===== src/rtl/core/bpc_pkg.sv =====
// Shared types and constants for the button press classifier.
package bpc_pkg;

  localparam int CFG_IDX_W  = 8;
  localparam int CFG_DATA_W = 16;
  localparam int DEB_W      = 10;
  localparam int LONG_W     = 16;

  localparam logic [DEB_W-1:0]  DEBOUNCE_RESET   = DEB_W'(25);
  localparam logic [LONG_W-1:0] LONG_PRESS_RESET = LONG_W'(5000);

  // Pin level that means the button is down (active low).
  localparam logic PIN_PRESSED = 1'b0;

  typedef enum logic [CFG_IDX_W-1:0] {
    REG_DEBOUNCE_TICKS   = CFG_IDX_W'(0),
    REG_LONG_PRESS_TICKS = CFG_IDX_W'(1)
  } cfg_reg_t;

  typedef struct packed {
    logic [DEB_W-1:0]  debounce_ticks;
    logic [LONG_W-1:0] long_press_ticks;
  } cfg_t;

  typedef struct packed {
    logic pressed;
    logic short_press;
    logic long_press;
  } result_t;

endpackage


===== src/rtl/core/bpc_sample_if.sv =====
// Input channel: one pin sample per item.
interface bpc_sample_if;
  logic valid;
  logic ready;
  logic pin_level;

  modport source (output valid, output pin_level, input ready);
  modport sink (input valid, input pin_level, output ready);
endinterface


===== src/rtl/core/bpc_result_if.sv =====
// Output channel: debounced state and press events per item.
interface bpc_result_if;
  logic valid;
  logic ready;
  logic pressed;
  logic short_press;
  logic long_press;

  modport source (output valid, output pressed, output short_press, output long_press,
                  input ready);
  modport sink (input valid, input pressed, input short_press, input long_press,
                output ready);
endinterface


===== src/rtl/core/bpc_cfg_if.sv =====
// Configuration write channel: register index and write data.
interface bpc_cfg_if;
  logic                            valid;
  logic                            ready;
  logic [bpc_pkg::CFG_IDX_W-1:0]   index;
  logic [bpc_pkg::CFG_DATA_W-1:0]  data;

  modport source (output valid, output index, output data, input ready);
  modport sink (input valid, input index, input data, output ready);
endinterface


===== src/rtl/core/button_press_classifier_unit.sv =====
// Button press classifier top level: input register, classifier, result register.
//
//   channel   role   payload
//   sample    sink   pin_level
//   result    source pressed, short_press, long_press
//   cfg       sink   index, data (0 debounce_ticks, 1 long_press_ticks)
//
// One item per cycle while the result is not stalled; the accepted sample is held in the
// input register and its result in the result register.
// The input register feeds the classifier state update, which loads the result register.
// A stalled result holds the input register; at most one more sample is taken while stalled.
// Synchronous reset clears both stages and the press state, and loads the configuration defaults.
module button_press_classifier_unit #(
  parameter int AGE_BITS = 16
) (
  input  logic          clk,
  input  logic          rst,
  bpc_sample_if.sink    sample,
  bpc_result_if.source  result,
  bpc_cfg_if.sink       cfg
);
  import bpc_pkg::*;

  cfg_t    regs;
  result_t res;

  logic    in_valid;
  logic    in_pin;
  logic    out_valid;
  result_t out_res;
  logic    advance;

  assign advance      = in_valid && (!out_valid || result.ready);
  assign sample.ready = !in_valid || advance;

  bpc_cfg_regs u_cfg (
    .clk  (clk),
    .rst  (rst),
    .cfg  (cfg),
    .regs (regs)
  );

  bpc_classify #(
    .AGE_BITS (AGE_BITS)
  ) u_classify (
    .clk       (clk),
    .rst       (rst),
    .step      (advance),
    .pin_level (in_pin),
    .regs      (regs),
    .res       (res)
  );

  always_ff @(posedge clk) begin
    if (rst) begin
      in_valid <= 1'b0;
    end else if (sample.ready) begin
      in_valid <= sample.valid;
    end
  end

  always_ff @(posedge clk) begin
    if (sample.valid && sample.ready) begin
      in_pin <= sample.pin_level;
    end
  end

  always_ff @(posedge clk) begin
    if (rst) begin
      out_valid <= 1'b0;
    end else if (advance) begin
      out_valid <= 1'b1;
    end else if (result.ready) begin
      out_valid <= 1'b0;
    end
  end

  always_ff @(posedge clk) begin
    if (advance) begin
      out_res <= res;
    end
  end

  assign result.valid       = out_valid;
  assign result.pressed     = out_res.pressed;
  assign result.short_press = out_res.short_press;
  assign result.long_press  = out_res.long_press;

endmodule


===== src/rtl/core/bpc_cfg_regs.sv =====
// Configuration registers for debounce time and long-press threshold.
module bpc_cfg_regs (
  input  logic           clk,
  input  logic           rst,
  bpc_cfg_if.sink        cfg,
  output bpc_pkg::cfg_t  regs
);
  import bpc_pkg::*;

  cfg_t regs_q;

  assign cfg.ready = 1'b1;
  assign regs      = regs_q;

  always_ff @(posedge clk) begin
    if (rst) begin
      regs_q.debounce_ticks   <= DEBOUNCE_RESET;
      regs_q.long_press_ticks <= LONG_PRESS_RESET;
    end else if (cfg.valid) begin
      case (cfg_reg_t'(cfg.index))
        REG_DEBOUNCE_TICKS:   regs_q.debounce_ticks   <= cfg.data[DEB_W-1:0];
        REG_LONG_PRESS_TICKS: regs_q.long_press_ticks <= cfg.data[LONG_W-1:0];
        default: ;
      endcase
    end
  end

endmodule


===== src/rtl/core/bpc_classify.sv =====
// Debounce and press classification state, advanced once per item.
module bpc_classify #(
  parameter int AGE_BITS = 16
) (
  input  logic              clk,
  input  logic              rst,
  input  logic              step,
  input  logic              pin_level,
  input  bpc_pkg::cfg_t     regs,
  output bpc_pkg::result_t  res
);
  import bpc_pkg::*;

  localparam int CMP_W = (AGE_BITS > LONG_W) ? AGE_BITS : LONG_W;

  logic                raw_last, raw_last_next;
  logic [AGE_BITS-1:0] raw_age, raw_age_next;
  logic                debounced, debounced_next;
  logic [AGE_BITS-1:0] hold_age, hold_age_next;
  logic                long_fired, long_fired_next;

  logic                raw;
  logic [AGE_BITS-1:0] hold_inc;
  logic                take_level;
  logic                released;
  logic                long_ev;
  logic                short_ev;

  function automatic logic [AGE_BITS-1:0] age_inc(input logic [AGE_BITS-1:0] a);
    return (a == {AGE_BITS{1'b1}}) ? a : a + AGE_BITS'(1);
  endfunction

  always_comb begin
    raw           = (pin_level == PIN_PRESSED);
    raw_last_next = raw;
    raw_age_next  = (raw != raw_last) ? '0 : age_inc(raw_age);
    hold_inc      = age_inc(hold_age);

    take_level = (raw != debounced) &&
                 (CMP_W'(raw_age_next) >= CMP_W'(regs.debounce_ticks));
    debounced_next = take_level ? raw : debounced;
    // Date the hold from the raw edge, not from acceptance.
    hold_age_next  = take_level ? raw_age_next : hold_inc;
    released       = take_level && !raw;

    long_ev = debounced_next && !long_fired &&
              (CMP_W'(hold_age_next) >= CMP_W'(regs.long_press_ticks));

    short_ev        = released && !long_fired;
    long_fired_next = released ? 1'b0 : (long_fired | long_ev);

    res.pressed     = debounced_next;
    res.short_press = short_ev;
    res.long_press  = long_ev;
  end

  always_ff @(posedge clk) begin
    if (rst) begin
      raw_last   <= 1'b0;
      raw_age    <= '0;
      debounced  <= 1'b0;
      hold_age   <= '0;
      long_fired <= 1'b0;
    end else if (step) begin
      raw_last   <= raw_last_next;
      raw_age    <= raw_age_next;
      debounced  <= debounced_next;
      hold_age   <= hold_age_next;
      long_fired <= long_fired_next;
    end
  end

endmodule


===== src/flat_wrapper.sv =====
// flat-port wrapper written by rule: the top's interface ports become plain ports
module button_press_classifier_unit_flat import bpc_pkg::*;
#(
  parameter int AGE_BITS = 16
)
  (clk, rst, sample_valid, sample_pin_level, sample_ready, result_valid, result_pressed, result_short_press, result_long_press, result_ready, cfg_valid, cfg_index, cfg_data, cfg_ready);
  bpc_sample_if sample_i ();
  bpc_result_if result_i ();
  bpc_cfg_if cfg_i ();
  input  logic clk;
  input  logic rst;
  input wire logic [$bits(sample_i.valid)-1:0] sample_valid;
  input wire logic [$bits(sample_i.pin_level)-1:0] sample_pin_level;
  output wire logic [$bits(sample_i.ready)-1:0] sample_ready;
  output wire logic [$bits(result_i.valid)-1:0] result_valid;
  output wire logic [$bits(result_i.pressed)-1:0] result_pressed;
  output wire logic [$bits(result_i.short_press)-1:0] result_short_press;
  output wire logic [$bits(result_i.long_press)-1:0] result_long_press;
  input wire logic [$bits(result_i.ready)-1:0] result_ready;
  input wire logic [$bits(cfg_i.valid)-1:0] cfg_valid;
  input wire logic [$bits(cfg_i.index)-1:0] cfg_index;
  input wire logic [$bits(cfg_i.data)-1:0] cfg_data;
  output wire logic [$bits(cfg_i.ready)-1:0] cfg_ready;
  assign sample_i.valid = sample_valid;
  assign sample_i.pin_level = sample_pin_level;
  assign sample_ready = sample_i.ready;
  assign result_valid = result_i.valid;
  assign result_pressed = result_i.pressed;
  assign result_short_press = result_i.short_press;
  assign result_long_press = result_i.long_press;
  assign result_i.ready = result_ready;
  assign cfg_i.valid = cfg_valid;
  assign cfg_i.index = cfg_index;
  assign cfg_i.data = cfg_data;
  assign cfg_ready = cfg_i.ready;
  button_press_classifier_unit #(.AGE_BITS(AGE_BITS)) u_core (.clk(clk), .rst(rst), .sample(sample_i), .result(result_i), .cfg(cfg_i));
endmodule

===== config.mk =====
export PLATFORM = sky130hd
export DESIGN_NAME = button_press_classifier_unit_flat
export DESIGN_NICKNAME = d
export VERILOG_FILES = /design/src/rtl/core/bpc_pkg.sv /design/src/rtl/core/bpc_sample_if.sv /design/src/rtl/core/bpc_result_if.sv /design/src/rtl/core/bpc_cfg_if.sv /design/src/rtl/core/button_press_classifier_unit.sv /design/src/rtl/core/bpc_cfg_regs.sv /design/src/rtl/core/bpc_classify.sv /design/src/flat_wrapper.sv
export SDC_FILE = /design/constraint.sdc
export NUM_CORES = 1
export LEC_CHECK = 0
export ABC_AREA = 1
export BUFFER_PORTS_ARGS = -buffer_cell sky130_fd_sc_hd__buf_2
export CAP_MARGIN = 10
export CORE_ASPECT_RATIO = 2
export CORE_UTILIZATION = 40
export DETAILED_ROUTE_END_ITERATION = 8
export GPL_TIMING_DRIVEN = 0
export PLACE_DENSITY = 0.6
export SYNTH_ARGS = -nofsm -noshare
export SYNTH_HDL_FRONTEND = slang
export SYNTH_SLANG_ARGS = --single-unit

===== constraint.sdc =====
create_clock -name clk -period 5.7 [get_ports clk]
set_input_delay 0.285 -clock clk [delete_from_list [all_inputs] [get_ports clk]]
set_output_delay 0.285 -clock clk [all_outputs]
set_load 0.01 [all_outputs]

Word level (Yosys, flattened, before mapping)
Index checks and enable logic that the tools add are counted.
{"block": "word_totals", "ff_bits": 67, "inputBits": 30, "out_inout_bits": 6, "word_cells": 48}
{"block": "classes", "n_addsub": 2, "magnitude_cmp": 2, "n_eq_ne": 5, "muxes": 8, "bitwise": 2, "reduce_logical": 16}
{"op": "$mux W16", "n": 4}
{"op": "$add A16 B1 Y16 const B", "n": 2}
{"op": "$eq A16 B16 Y1 const B", "n": 2}
{"op": "$ge A16 B10 Y1", "n": 1}
{"op": "$ge A16 B16 Y1", "n": 1}
{"op": "$eq A8 B1 Y1 const B", "n": 1}
{"op": "$logic_not A8 Y1", "n": 1}
{"op": "$logic_and A1 B1 Y1", "n": 7}
{"op": "$mux W1", "n": 4}
{"op": "$reduce_and A2 Y1", "n": 2}
{"op": "$logic_not A1 Y1", "n": 3}
{"op": "$logic_or A1 B1 Y1", "n": 2}
{"op": "$ne A1 B1 Y1", "n": 2}
{"op": "$reduce_bool A2 Y1", "n": 1}
{"op": "$not A1 Y1", "n": 1}
{"op": "$or A1 B1 Y1", "n": 1}

Depth between registers and ports, before layout
Gate-level depths: netlist of run 1.
{"block": "depth", "depth_word": 10, "depth_mapped": 38, "depth_no_buf": 38}

By module
From an unflattened synthesis of run 1, not the netlist that was laid out.
{"block": "unflattened", "cells_unflattened": 699, "hier_area_um2": 4559.4}
{"module": "bpc_classify", "n_inst": 1, "cells_per_inst": 520, "area_each_um2": 3234.4, "seq_area_each_um2": 700.7}
{"module": "bpc_cfg_regs", "n_inst": 1, "cells_per_inst": 163, "area_each_um2": 1113.6, "seq_area_each_um2": 520.5}
{"module": "button_press_classifier_unit", "n_inst": 1, "cells_per_inst": 16, "area_each_um2": 211.5, "seq_area_each_um2": 160.2}

Least setup slack after synthesis of run 1
No wires, ideal clock.
{"block": "synth_timing", "path_kind": "register to register", "startpoint": "register u_core.u_classify.raw_age[0]", "endpoint": "register u_core.u_classify.long_fired", "setup_ns": 0.070, "arrival_time_ns": 3.942, "required_ns": 5.630, "slack_ns": 1.688, "stages_incl_launch_ff": 38, "n_path_buf": 1, "synth_period_minus_slack_ns": 4.012, "cell_sequence": "dfxtp_1 > ha_1 > inv_1 > nor2_1 > nand2_2 > nor2_2 > nand2_1 > inv_1 > nor2_1 > nor3_1 > inv_1 > ha_1 > inv_1 > nand2_1 > nand2_1 > nand2_1 > nand2_1 > nand2_1 > [2 not listed] > nand2_1 > nand2_1 > a21oi_1 > nand2_4 > nand2_8 > buf_12 > nand2_2 > nand2_2 > inv_1 > ha_1 > nand2_1 > nor3_1 > nand3_1 > nand3_1 > nand2_1 > inv_1 > nand4_1 > a21oi_1"}
{"block": "synth_via", "elab_chain_cells": 10, "elab_cells_between_ends": 14, "classes_between": "1 x add/sub; 2 x order compare; 1 x eq/ne; 5 x mux; 1 x bitwise; 4 x reduce/logical"}
{"item": "start, declared", "line_no": "bpc_classify.sv:17", "text": "logic [AGE_BITS-1:0] raw_age, raw_age_next;"}
{"item": "start signal, assigned", "line_no": "bpc_classify.sv:66", "text": "raw_age <= raw_age_next;"}
{"item": "$add A16 B1 Y16 or $eq A16 B16 Y1 (tied branches)", "line_no": "bpc_classify.sv:30", "text": "return (a == {AGE_BITS{1'b1}}) ? a : a + AGE_BITS'(1);"}
{"item": "$mux W16 (*)", "line_no": "bpc_classify.sv:30"}
{"item": "$mux W16 (*)", "line_no": "bpc_classify.sv:36", "text": "raw_age_next = (raw != raw_last) ? '0 : age_inc(raw_age);"}
{"item": "$ge A16 B10 Y1", "line_no": "bpc_classify.sv:40", "text": "(CMP_W'(raw_age_next) >= CMP_W'(regs.debounce_ticks));"}
{"item": "$logic_and A1 B1 Y1", "line_no": "bpc_classify.sv:39", "text": "take_level = (raw != debounced) &&"}
{"item": "$mux W16 (*)", "line_no": "bpc_classify.sv:43", "text": "hold_age_next = take_level ? raw_age_next : hold_inc;"}
{"item": "net u_core.u_classify.hold_age_next[11]", "line_no": "bpc_classify.sv:19", "text": "logic [AGE_BITS-1:0] hold_age, hold_age_next;"}
{"item": "$ge A16 B16 Y1 (*)", "line_no": "bpc_classify.sv:47", "text": "(CMP_W'(hold_age_next) >= CMP_W'(regs.long_press_ticks));"}
{"item": "$logic_and A1 B1 Y1 (*)", "line_no": "bpc_classify.sv:46", "text": "long_ev = debounced_next && !long_fired &&"}
{"item": "$or A1 B1 Y1 (*)", "line_no": "bpc_classify.sv:50", "text": "long_fired_next = released ? 1'b0 : (long_fired | long_ev);"}
{"item": "$mux W1 (*)", "line_no": "bpc_classify.sv:50"}
{"item": "end signal, assigned", "line_no": "bpc_classify.sv:69", "text": "long_fired <= long_fired_next;"}
{"item": "end, declared", "line_no": "bpc_classify.sv:20", "text": "logic long_fired, long_fired_next;"}
Mark *: on every way through the listed nets, which the timed path passes. The rest lies on a longest branch.
A chain may end at the register's enable or synchronous reset.

Worst setup path in the final report of run 1
Ends and elaborated chain as after synthesis.

==> impl_metrics.env, run 1 <==
export IMPL_areaGrowthSynthToFinish_pct=14.3
export IMPL_timing_final_hold_violations=0
export IMPL_syn_mean_instance_area_um2=6.81
export IMPL_synth_top_cells_by_count="123 x nand2_1, 98 x inv_1, 64 x a21oi_1"
export IMPL_fin_tns_setup_ps=0
export IMPL_die_height_um=149
export IMPL_grt_use_total_pct=24.6
export IMPL_p_leak_nw=2.29
export IMPL_floorplan_die_area_um2=11200
export IMPL_crit_path_start_kind="flip-flop"
export IMPL_num_io_pins=36
export IMPL_synth_async_sr_flop_share_pct=0
export IMPL_port_buffers=33
export IMPL_via_count_of_the_first_global_routing_pass=4036
export IMPL_cts_tree="done"
export IMPL_run_status="completed"
export IMPL_drv_max_cap_violation_count=0
export IMPL_final_layout_size_suffix_gt1_share_pct=12.5
export IMPL_synth_most_common_cell="nand2_1"
export IMPL_filler_cell_count=1151
export IMPL_fp_dieW_um=75.3
export IMPL_routed_via_density=5.20
export IMPL_final_setup_viol_count=0
export IMPL_regArea_um2=1380
export IMPL_ir_worst_vdd_mv=0.159
export IMPL_p_per_area_nw_per_um2=262
export IMPL_grt_use_met1_pct=23.7
export IMPL_post_route_util_pct=46.9
export IMPL_detail_route_iter0_violations=179
export IMPL_grt_util_met2_pct=43.8
export IMPL_antennaDiodeCount=0
export IMPL_tritoncts_num_buffers=9
export IMPL_dr_vias=4250
export IMPL_critPathArrivalTime_ps=5450
export IMPL_drv_slew=0
export IMPL_clk_pin_slew_worst_paths_ps=60
export IMPL_ys_warn_count=0
export IMPL_initial_core_util_pct=41.0
export IMPL_cts_root_buffer_cell="clkbuf_16"
export IMPL_synth_fp_nets=689
export IMPL_post_detailed_routing_wire_length_um=12800
export IMPL_worst_clock_skew_ps=5.47
export IMPL_synth_enable_flop_cells=4
export IMPL_clock_fmax_mhz=193
export IMPL_finalWeightedCongestion=0.927
export IMPL_cpMaxStageDelayCell="dfxtp_1"
export IMPL_gr_total_overflow=0
export IMPL_synth_cell_area_um2=4300
export IMPL_met3_routing_resource_usage_after_global_routing_pct=4.13
export IMPL_ys_seq_area_share_pct=32.1
export IMPL_busiest_layer="met2"
export IMPL_core_area_um2=10500
export IMPL_setup_worst_path_start="u_core.u_classify.raw_age[0]"
export IMPL_hpwlAfterDp_um=10100
export IMPL_timing_critical_path_mode_cell="nand2_1"
export IMPL_period_share_pct=91.0
export IMPL_critPathMaxFanout=10
export IMPL_row_count=53
export IMPL_avgRoutedWirePerCell_um=15.7
export IMPL_clock_sink_count=67
export IMPL_synth_top_area_cell="dfxtp_1"
export IMPL_clk_path_buf_depth=2
export IMPL_global_route_wire_length_before_repair_um=19900
export IMPL_synth_top_flop_cell="dfxtp_1"
export IMPL_cpPeakStageDelay_ps=420
export IMPL_slew_headroom_pct=40.6
export IMPL_first_pass_iters=5
export IMPL_transition_time_at_the_pin_with_the_least_slew_margin_ps=884
export IMPL_rsz_0062_raised_after_global_routing="false"
export IMPL_post_cts_buffers=0
export IMPL_period_minus_slack_ps=5190
export IMPL_synth_lib_cells_used_distinct=40
export IMPL_synth_largest_type_area_fraction_pct=29.3
export IMPL_hold_path_class="in -> reg"
export IMPL_ant_nets=0
export IMPL_worstSetupEndpointType="flip-flop"
export IMPL_largest_net_degree_at_the_start_of_global_routing=13
export IMPL_reg2reg_setup_slack_ps=510
export IMPL_hp_start="sample_pin_level"
export IMPL_worstSkewPairLatency_ps=330
export IMPL_h_tree_lvl_count=3
export IMPL_post_synth_main_area_contributors="dfxtp_1 29%, nand2_1 11%, inv_1 8.6%"
export IMPL_detail_route_drc_violations=0
export IMPL_antenna_found_initial=0
export IMPL_setup_worst_path_class="reg -> reg"
export IMPL_worst_endpoint_required_ps=5960
export IMPL_final_net_count=733
export IMPL_r2r_startpoint="u_core.u_classify.raw_age[0]"
export IMPL_multi_input_area_um2=2430
export IMPL_synth_seq_cells=67
export IMPL_synthCells=631
cell families after synthesis:
family / Yosys count / share of synthesized area, %
AOI/OAI and AO/OA: 136 / 17.5
other: 1 / 0.0872
DFF: 67 / 32.1
and+or+nand+nor: 262 / 27.9
xor gates and xnor gates: 13 / 2.82
adders and majority gates: 28 / 8.15
buffers and inverters: 124 / 11.4
stage by stage:
| step | hold WS [ps] | instances | total power (W) | area [um^2] | setup WS, ps |
|---|---|---|---|---|---|
| floorplan | 384 | 631 | 0.000696 | 4300 | 1690 |
| CTS | 119 | 817 | 0.00129 | 4910 | 356 |
| global placement | 447 | 801 | 0.000771 | 4640 | 419 |
| global route | 125 | 817 | 0.00134 | 4920 | 104 |
| finish | 126 | 817 | 0.00129 | 4920 | 514 |
| detailed placement | 454 | 801 | 0.000776 | 4640 | 374 |
where the power goes:
part / switching (W) / internal, W / leakage, nW / total [W]
Clock: 0.000213 / 0.000304 / 0.139 / 0.000517
Combinational: 0.000168 / 0.0000865 / 1.59 / 0.000255
Sequential: 0.0000194 / 0.000495 / 0.552 / 0.000514
Total: 0.000400 / 0.000886 / 2.29 / 0.00129
cell usage in the layout, fill, tap and decap left out, drive strengths merged, types with 11 or more instances in the layout:
| cell | count |
|---|---|
| o21ai | 49 |
| dfxtp | 63 |
| nand3 | 50 |
| ha | 28 |
| clkbuf | 27 |
| nand2 | 132 |
| a21oi | 65 |
| inv | 99 |
| xor2 | 11 |
| buf | 40 |
| nor2 | 52 |
| nand4 | 11 |
layer usage:
metal,routed length (um),part of all wire [%]
met1,4570,36
met2,6860,53
met3,376,2.9
met4,1020,8.0
met5,0,0
cell type report:
| type | count | share of cell area (%) |
|---|---|---|
| inverters | 101 | 7.71 |
| clock buffers | 11 | 4.94 |
| plain buffers | 23 | 2.29 |
| repair buffers | 33 | 3.36 |
| multi-input cells | 440 | 49.5 |
| clock inverters | 5 | 0.585 |
| flip-flops and latches | 67 | 28.1 |
| well taps | 137 | 3.49 |
worst paths after layout:
| check | to | cells past startpoint |
|---|---|---|
| worst min register to register | u_core.u_cfg.regs[5] | 2 |
| worst max-delay path | u_core.u_classify.long_fired | 37 |
| worst min-delay path | u_core.in_pin | 1 |
| worst max register to register | u_core.u_classify.long_fired | 37 |
registers in the layout, summed over array words and instances, names as in the netlist:
signal and count:
u_core.u_cfg.regs 26, u_core.u_classify.hold_age 16, u_core.u_classify.raw_age 16, u_core.in_pin 1, u_core.in_valid 1, u_core.result.long_press 1
u_core.result.pressed 1, u_core.result.short_press 1, u_core.result.valid 1, u_core.u_classify.debounced 1, u_core.u_classify.long_fired 1, u_core.u_classify.raw_last 1
critical path: cells and delay by family, from the launching register on:
kind | cells | cell delay, ps
and+or+nand+nor | 25 | 2510
adders and majority gates | 3 | 860
buffers and inverters | 7 | 860
AOI/OAI and AO/OA | 2 | 440
DFF | 1 | 420
timing repair:
action                                  in CTS  in global routing
gates resized for setup                      0                  2
hold buffers                                 0                  0
endpoints found under the setup margin       0                  1
Note: power is estimated with default switching activity, not from simulation.
==> inputs of run 2 (changes only) <==
- ABC_AREA: 1 -> unset
==> run 2 against run 1 <==
  * Synthesized area grew 2.4%
  * Utilization up 1.5 points
  * Global-route usage decreased by 0.49 points
  * Count of clock-buffer cells in the layout did not move
  * Non-clock buffer count grew 10
  * Sequential power is 5.1% lower
  * Flip-flop and latch count did not move
  * Power down 11%
  * Routed wire length up 2.8%
  * First-iteration DRC count down 11%
  * Worst setup slack got worse by 320 ps
  * Largest cell class unchanged
==> impl_metrics.env, run 2 <==
export IMPL_worst_clock_skew_ps=9.73
export IMPL_synth_seq_cells=67
export IMPL_post_synth_main_area_contributors="dfxtp_1 29%, ha_1 8.0%, mux2i_1 5.9%"
export IMPL_hp_start="sample_pin_level"
export IMPL_synth_top_cells_by_count="67 x nor2_1, 63 x dfxtp_1, 62 x nand2_1"
export IMPL_worstSkewPairLatency_ps=340
export IMPL_drv_max_cap_violation_count=0
export IMPL_dominant_combinational_cell_family_by_area_after_synthesis="simple AND/OR/NAND/NOR gates"
export IMPL_cts_root_buffer_cell="clkbuf_16"
export IMPL_cts_tree="done"
export IMPL_stdcell_count=741
export IMPL_slew_headroom_pct=44.0
export IMPL_detail_route_drc_violations=0
export IMPL_die_height_um=150
export IMPL_core_area_um2=10600
export IMPL_syn_mean_instance_area_um2=7.98
export IMPL_final_net_count=657
export IMPL_synth_cell_area_um2=4400
export IMPL_share_of_the_synthesized_area_in_compound_gates_ao_oa_aoi_oai_pct=18.0
export IMPL_filler_cell_count=1079
export IMPL_h_tree_lvl_count=3
export IMPL_crit_path_start_kind="flip-flop"
export IMPL_ant_nets=0
export IMPL_first_pass_iters=5
export IMPL_cpPeakStageDelay_ps=460
export IMPL_synth_enable_flop_cells=4
export IMPL_run_status="completed"
export IMPL_regArea_um2=1380
export IMPL_num_io_pins=36
export IMPL_hold_path_class="in -> reg"
export IMPL_critPathBufInv=3
export IMPL_final_layout_size_suffix_gt1_share_pct=14.7
export IMPL_via_count_of_the_first_global_routing_pass=4190
export IMPL_port_buffers=33
export IMPL_gr_total_overflow=0
export IMPL_p_leak_nw=2.02
export IMPL_tritoncts_num_buffers=9
export IMPL_worst_endpoint_required_ps=5950
export IMPL_grt_use_total_pct=24.1
export IMPL_cpMaxStageDelayCell="or3b_2"
export IMPL_fin_tns_setup_ps=0
export IMPL_hpwlAfterDp_um=10400
export IMPL_period_share_pct=96.6
export IMPL_final_setup_viol_count=0
export IMPL_clk_pin_slew_worst_paths_ps=60
export IMPL_setup_worst_path_class="reg -> reg"
export IMPL_synth_xor_area_share_pct=3.98
export IMPL_p_per_area_nw_per_um2=222
export IMPL_row_count=53
export IMPL_detail_route_iter0_violations=160
export IMPL_worstSetupEndpointType="flip-flop"
export IMPL_synth_async_sr_flop_share_pct=0
export IMPL_synth_adder_area_share_pct=7.96
export IMPL_antenna_found_initial=0
export IMPL_dr_vias=4166
export IMPL_avgRoutedWirePerCell_um=17.8
export IMPL_synth_fp_nets=610
export IMPL_synthCells=552
export IMPL_floorplan_die_area_um2=11500
export IMPL_critPathMaxFanout=10
export IMPL_multi_input_area_um2=2820
export IMPL_synth_most_common_cell="nor2_1"
export IMPL_ys_seq_area_share_pct=31.4
export IMPL_synth_top_flop_cell="dfxtp_1"
export IMPL_global_route_wire_length_before_repair_um=20800
export IMPL_areaGrowthSynthToFinish_pct=16.6
export IMPL_simple_gate_share_of_the_synthesized_area_pct=25.9
export IMPL_drv_slew=0
export IMPL_crit_path_cell_trace="ha_2 -> nand4_1 -> nor4_4 -> buf_4 -> xnor2_1 -> nand2_1 -> ha_1 -> or3b_2 -> o2111ai_1 -> and3_2 -> or2_2 -> o22ai_2 -> buf_6 -> buf_4 -> nor3_1 -> a21oi_2 -> ha_1 -> nand4_1 -> nor2_2 -> o211ai_1 -> a21oi_2 -> a2111oi_4 -> o31ai_1"
export IMPL_most_common_layout_cells="64 x nor2_1, 63 x dfxtp_1, 62 x nand2_1, 34 x buf_2, 34 x inv_1"
export IMPL_largest_reg_flops=26
export IMPL_synth_largest_type_area_fraction_pct=28.6
export IMPL_clock_fmax_mhz=182
export IMPL_most_frequent_standard_cell_in_the_layout_excluding_fill_and_tap_cells="nor2_1"
export IMPL_synth_lib_cells_used_distinct=66
export IMPL_clk_path_buf_depth=2
export IMPL_period_minus_slack_ps=5510
export IMPL_placed_cells=722
export IMPL_synth_mux_area_share_pct=6.51
export IMPL_post_detailed_routing_wire_length_um=13200
export IMPL_clock_sink_count=67
export IMPL_kind_of_cell_with_the_highest_combined_delay_on_the_critical_path="simple AND/OR/NAND/NOR gates"
export IMPL_synth_top_area_cell="dfxtp_1"
export IMPL_largest_net_degree_at_the_start_of_global_routing=13
export IMPL_setup_worst_path_start="u_core.u_classify.raw_age[0]"
export IMPL_antennaDiodeCount=0
export IMPL_initial_core_util_pct=41.5
export IMPL_routed_via_density=5.62
export IMPL_critPathArrivalTime_ps=5760
export IMPL_placed_cell_area_um2=4740
export IMPL_fp_dieW_um=76.2
export IMPL_finalWeightedCongestion=0.983
export IMPL_transition_time_at_the_pin_with_the_least_slew_margin_ps=840
export IMPL_ys_warn_count=0
export IMPL_timing_final_hold_violations=0
export IMPL_r2r_startpoint="u_core.u_classify.raw_age[0]"
export IMPL_finalInstanceArea_um2=5130
export IMPL_ir_worst_vdd_mv=0.186
[run 2: changes by cell type after synthesis, sizes merged, moves of 10 or more]
cell and change:
nand2 -70, o21ai -29, a21oi -34, xnor2 +10, nand3 -25, nor2 +15
mux2i +26, inv -65
[run 2: kinds of logic (layout without fill, tap and decap cells)]
family	after synthesis	after routing
AND/OR/NAND/NOR	230	230
XOR/XNOR	20	20
buffers and inverters	65	117
other	1	1
adder cells (fa/ha/maj)	28	28
flip-flops	67	67
multiplexers	28	28
AO/OA/AOI/OAI	113	113
[run 2: through the flow]
step                utilization (%)  setup WS, ps  total power [W]  hold WS, ps
floorplan                         -           540         0.000552          384
global placement               44.7         -1080         0.000588          444
detailed placement             44.7         -1110         0.000591          451
CTS                            47.9          14.7          0.00115          117
global route                   48.4         -18.1          0.00117          118
finish                         48.4           195          0.00114          121
[run 2: worst paths after layout]
check,to,slack [ps],cells after the start
worst max-delay path,u_core.u_classify.long_fired,190,23
worst min-delay path,u_core.in_pin,120,1
worst max register to register,u_core.u_classify.long_fired,190,23
worst min register to register,u_core.u_cfg.regs[12],460,1
[run 2: cell type report]
class | count | share of cell area [%]
timing repair buffer | 37 | 3.80
clock buffer | 11 | 4.73
sequential | 67 | 26.9
clock inverter | 5 | 1.02
tap | 137 | 3.34
buffer | 29 | 2.75
inverter | 35 | 2.56
multi-input combinational | 420 | 54.9
[run 2: per-layer routing]
| layer | GRT usage [%] | vias to the layer above | share of wire, % |
|---|---|---|---|
| met5 | 0 | - | 0 |
| met4 | 20.4 | 0 | 7.2 |
| met3 | 3.33 | 55 | 3.3 |
| met2 | 47.2 | 114 | 55 |
| met1 | 21.4 | 1935 | 34 |
| li1 | - | 2062 | - |
[run 2: power breakdown]
part / internal [W] / leakage [nW] / switching [W] / total [W]
combinational: 0.0000349 / 1.33 / 0.0000618 / 0.0000968
sequential: 0.000480 / 0.549 / 0.00000719 / 0.000488
clock: 0.000348 / 0.145 / 0.000209 / 0.000557
[run 2: repair_timing]
item	in CTS	in global routing
buffers inserted	2	2
endpoints found under the setup margin	2	2
pin swaps	1	3
hold buffers	0	0
resized for setup	10	13
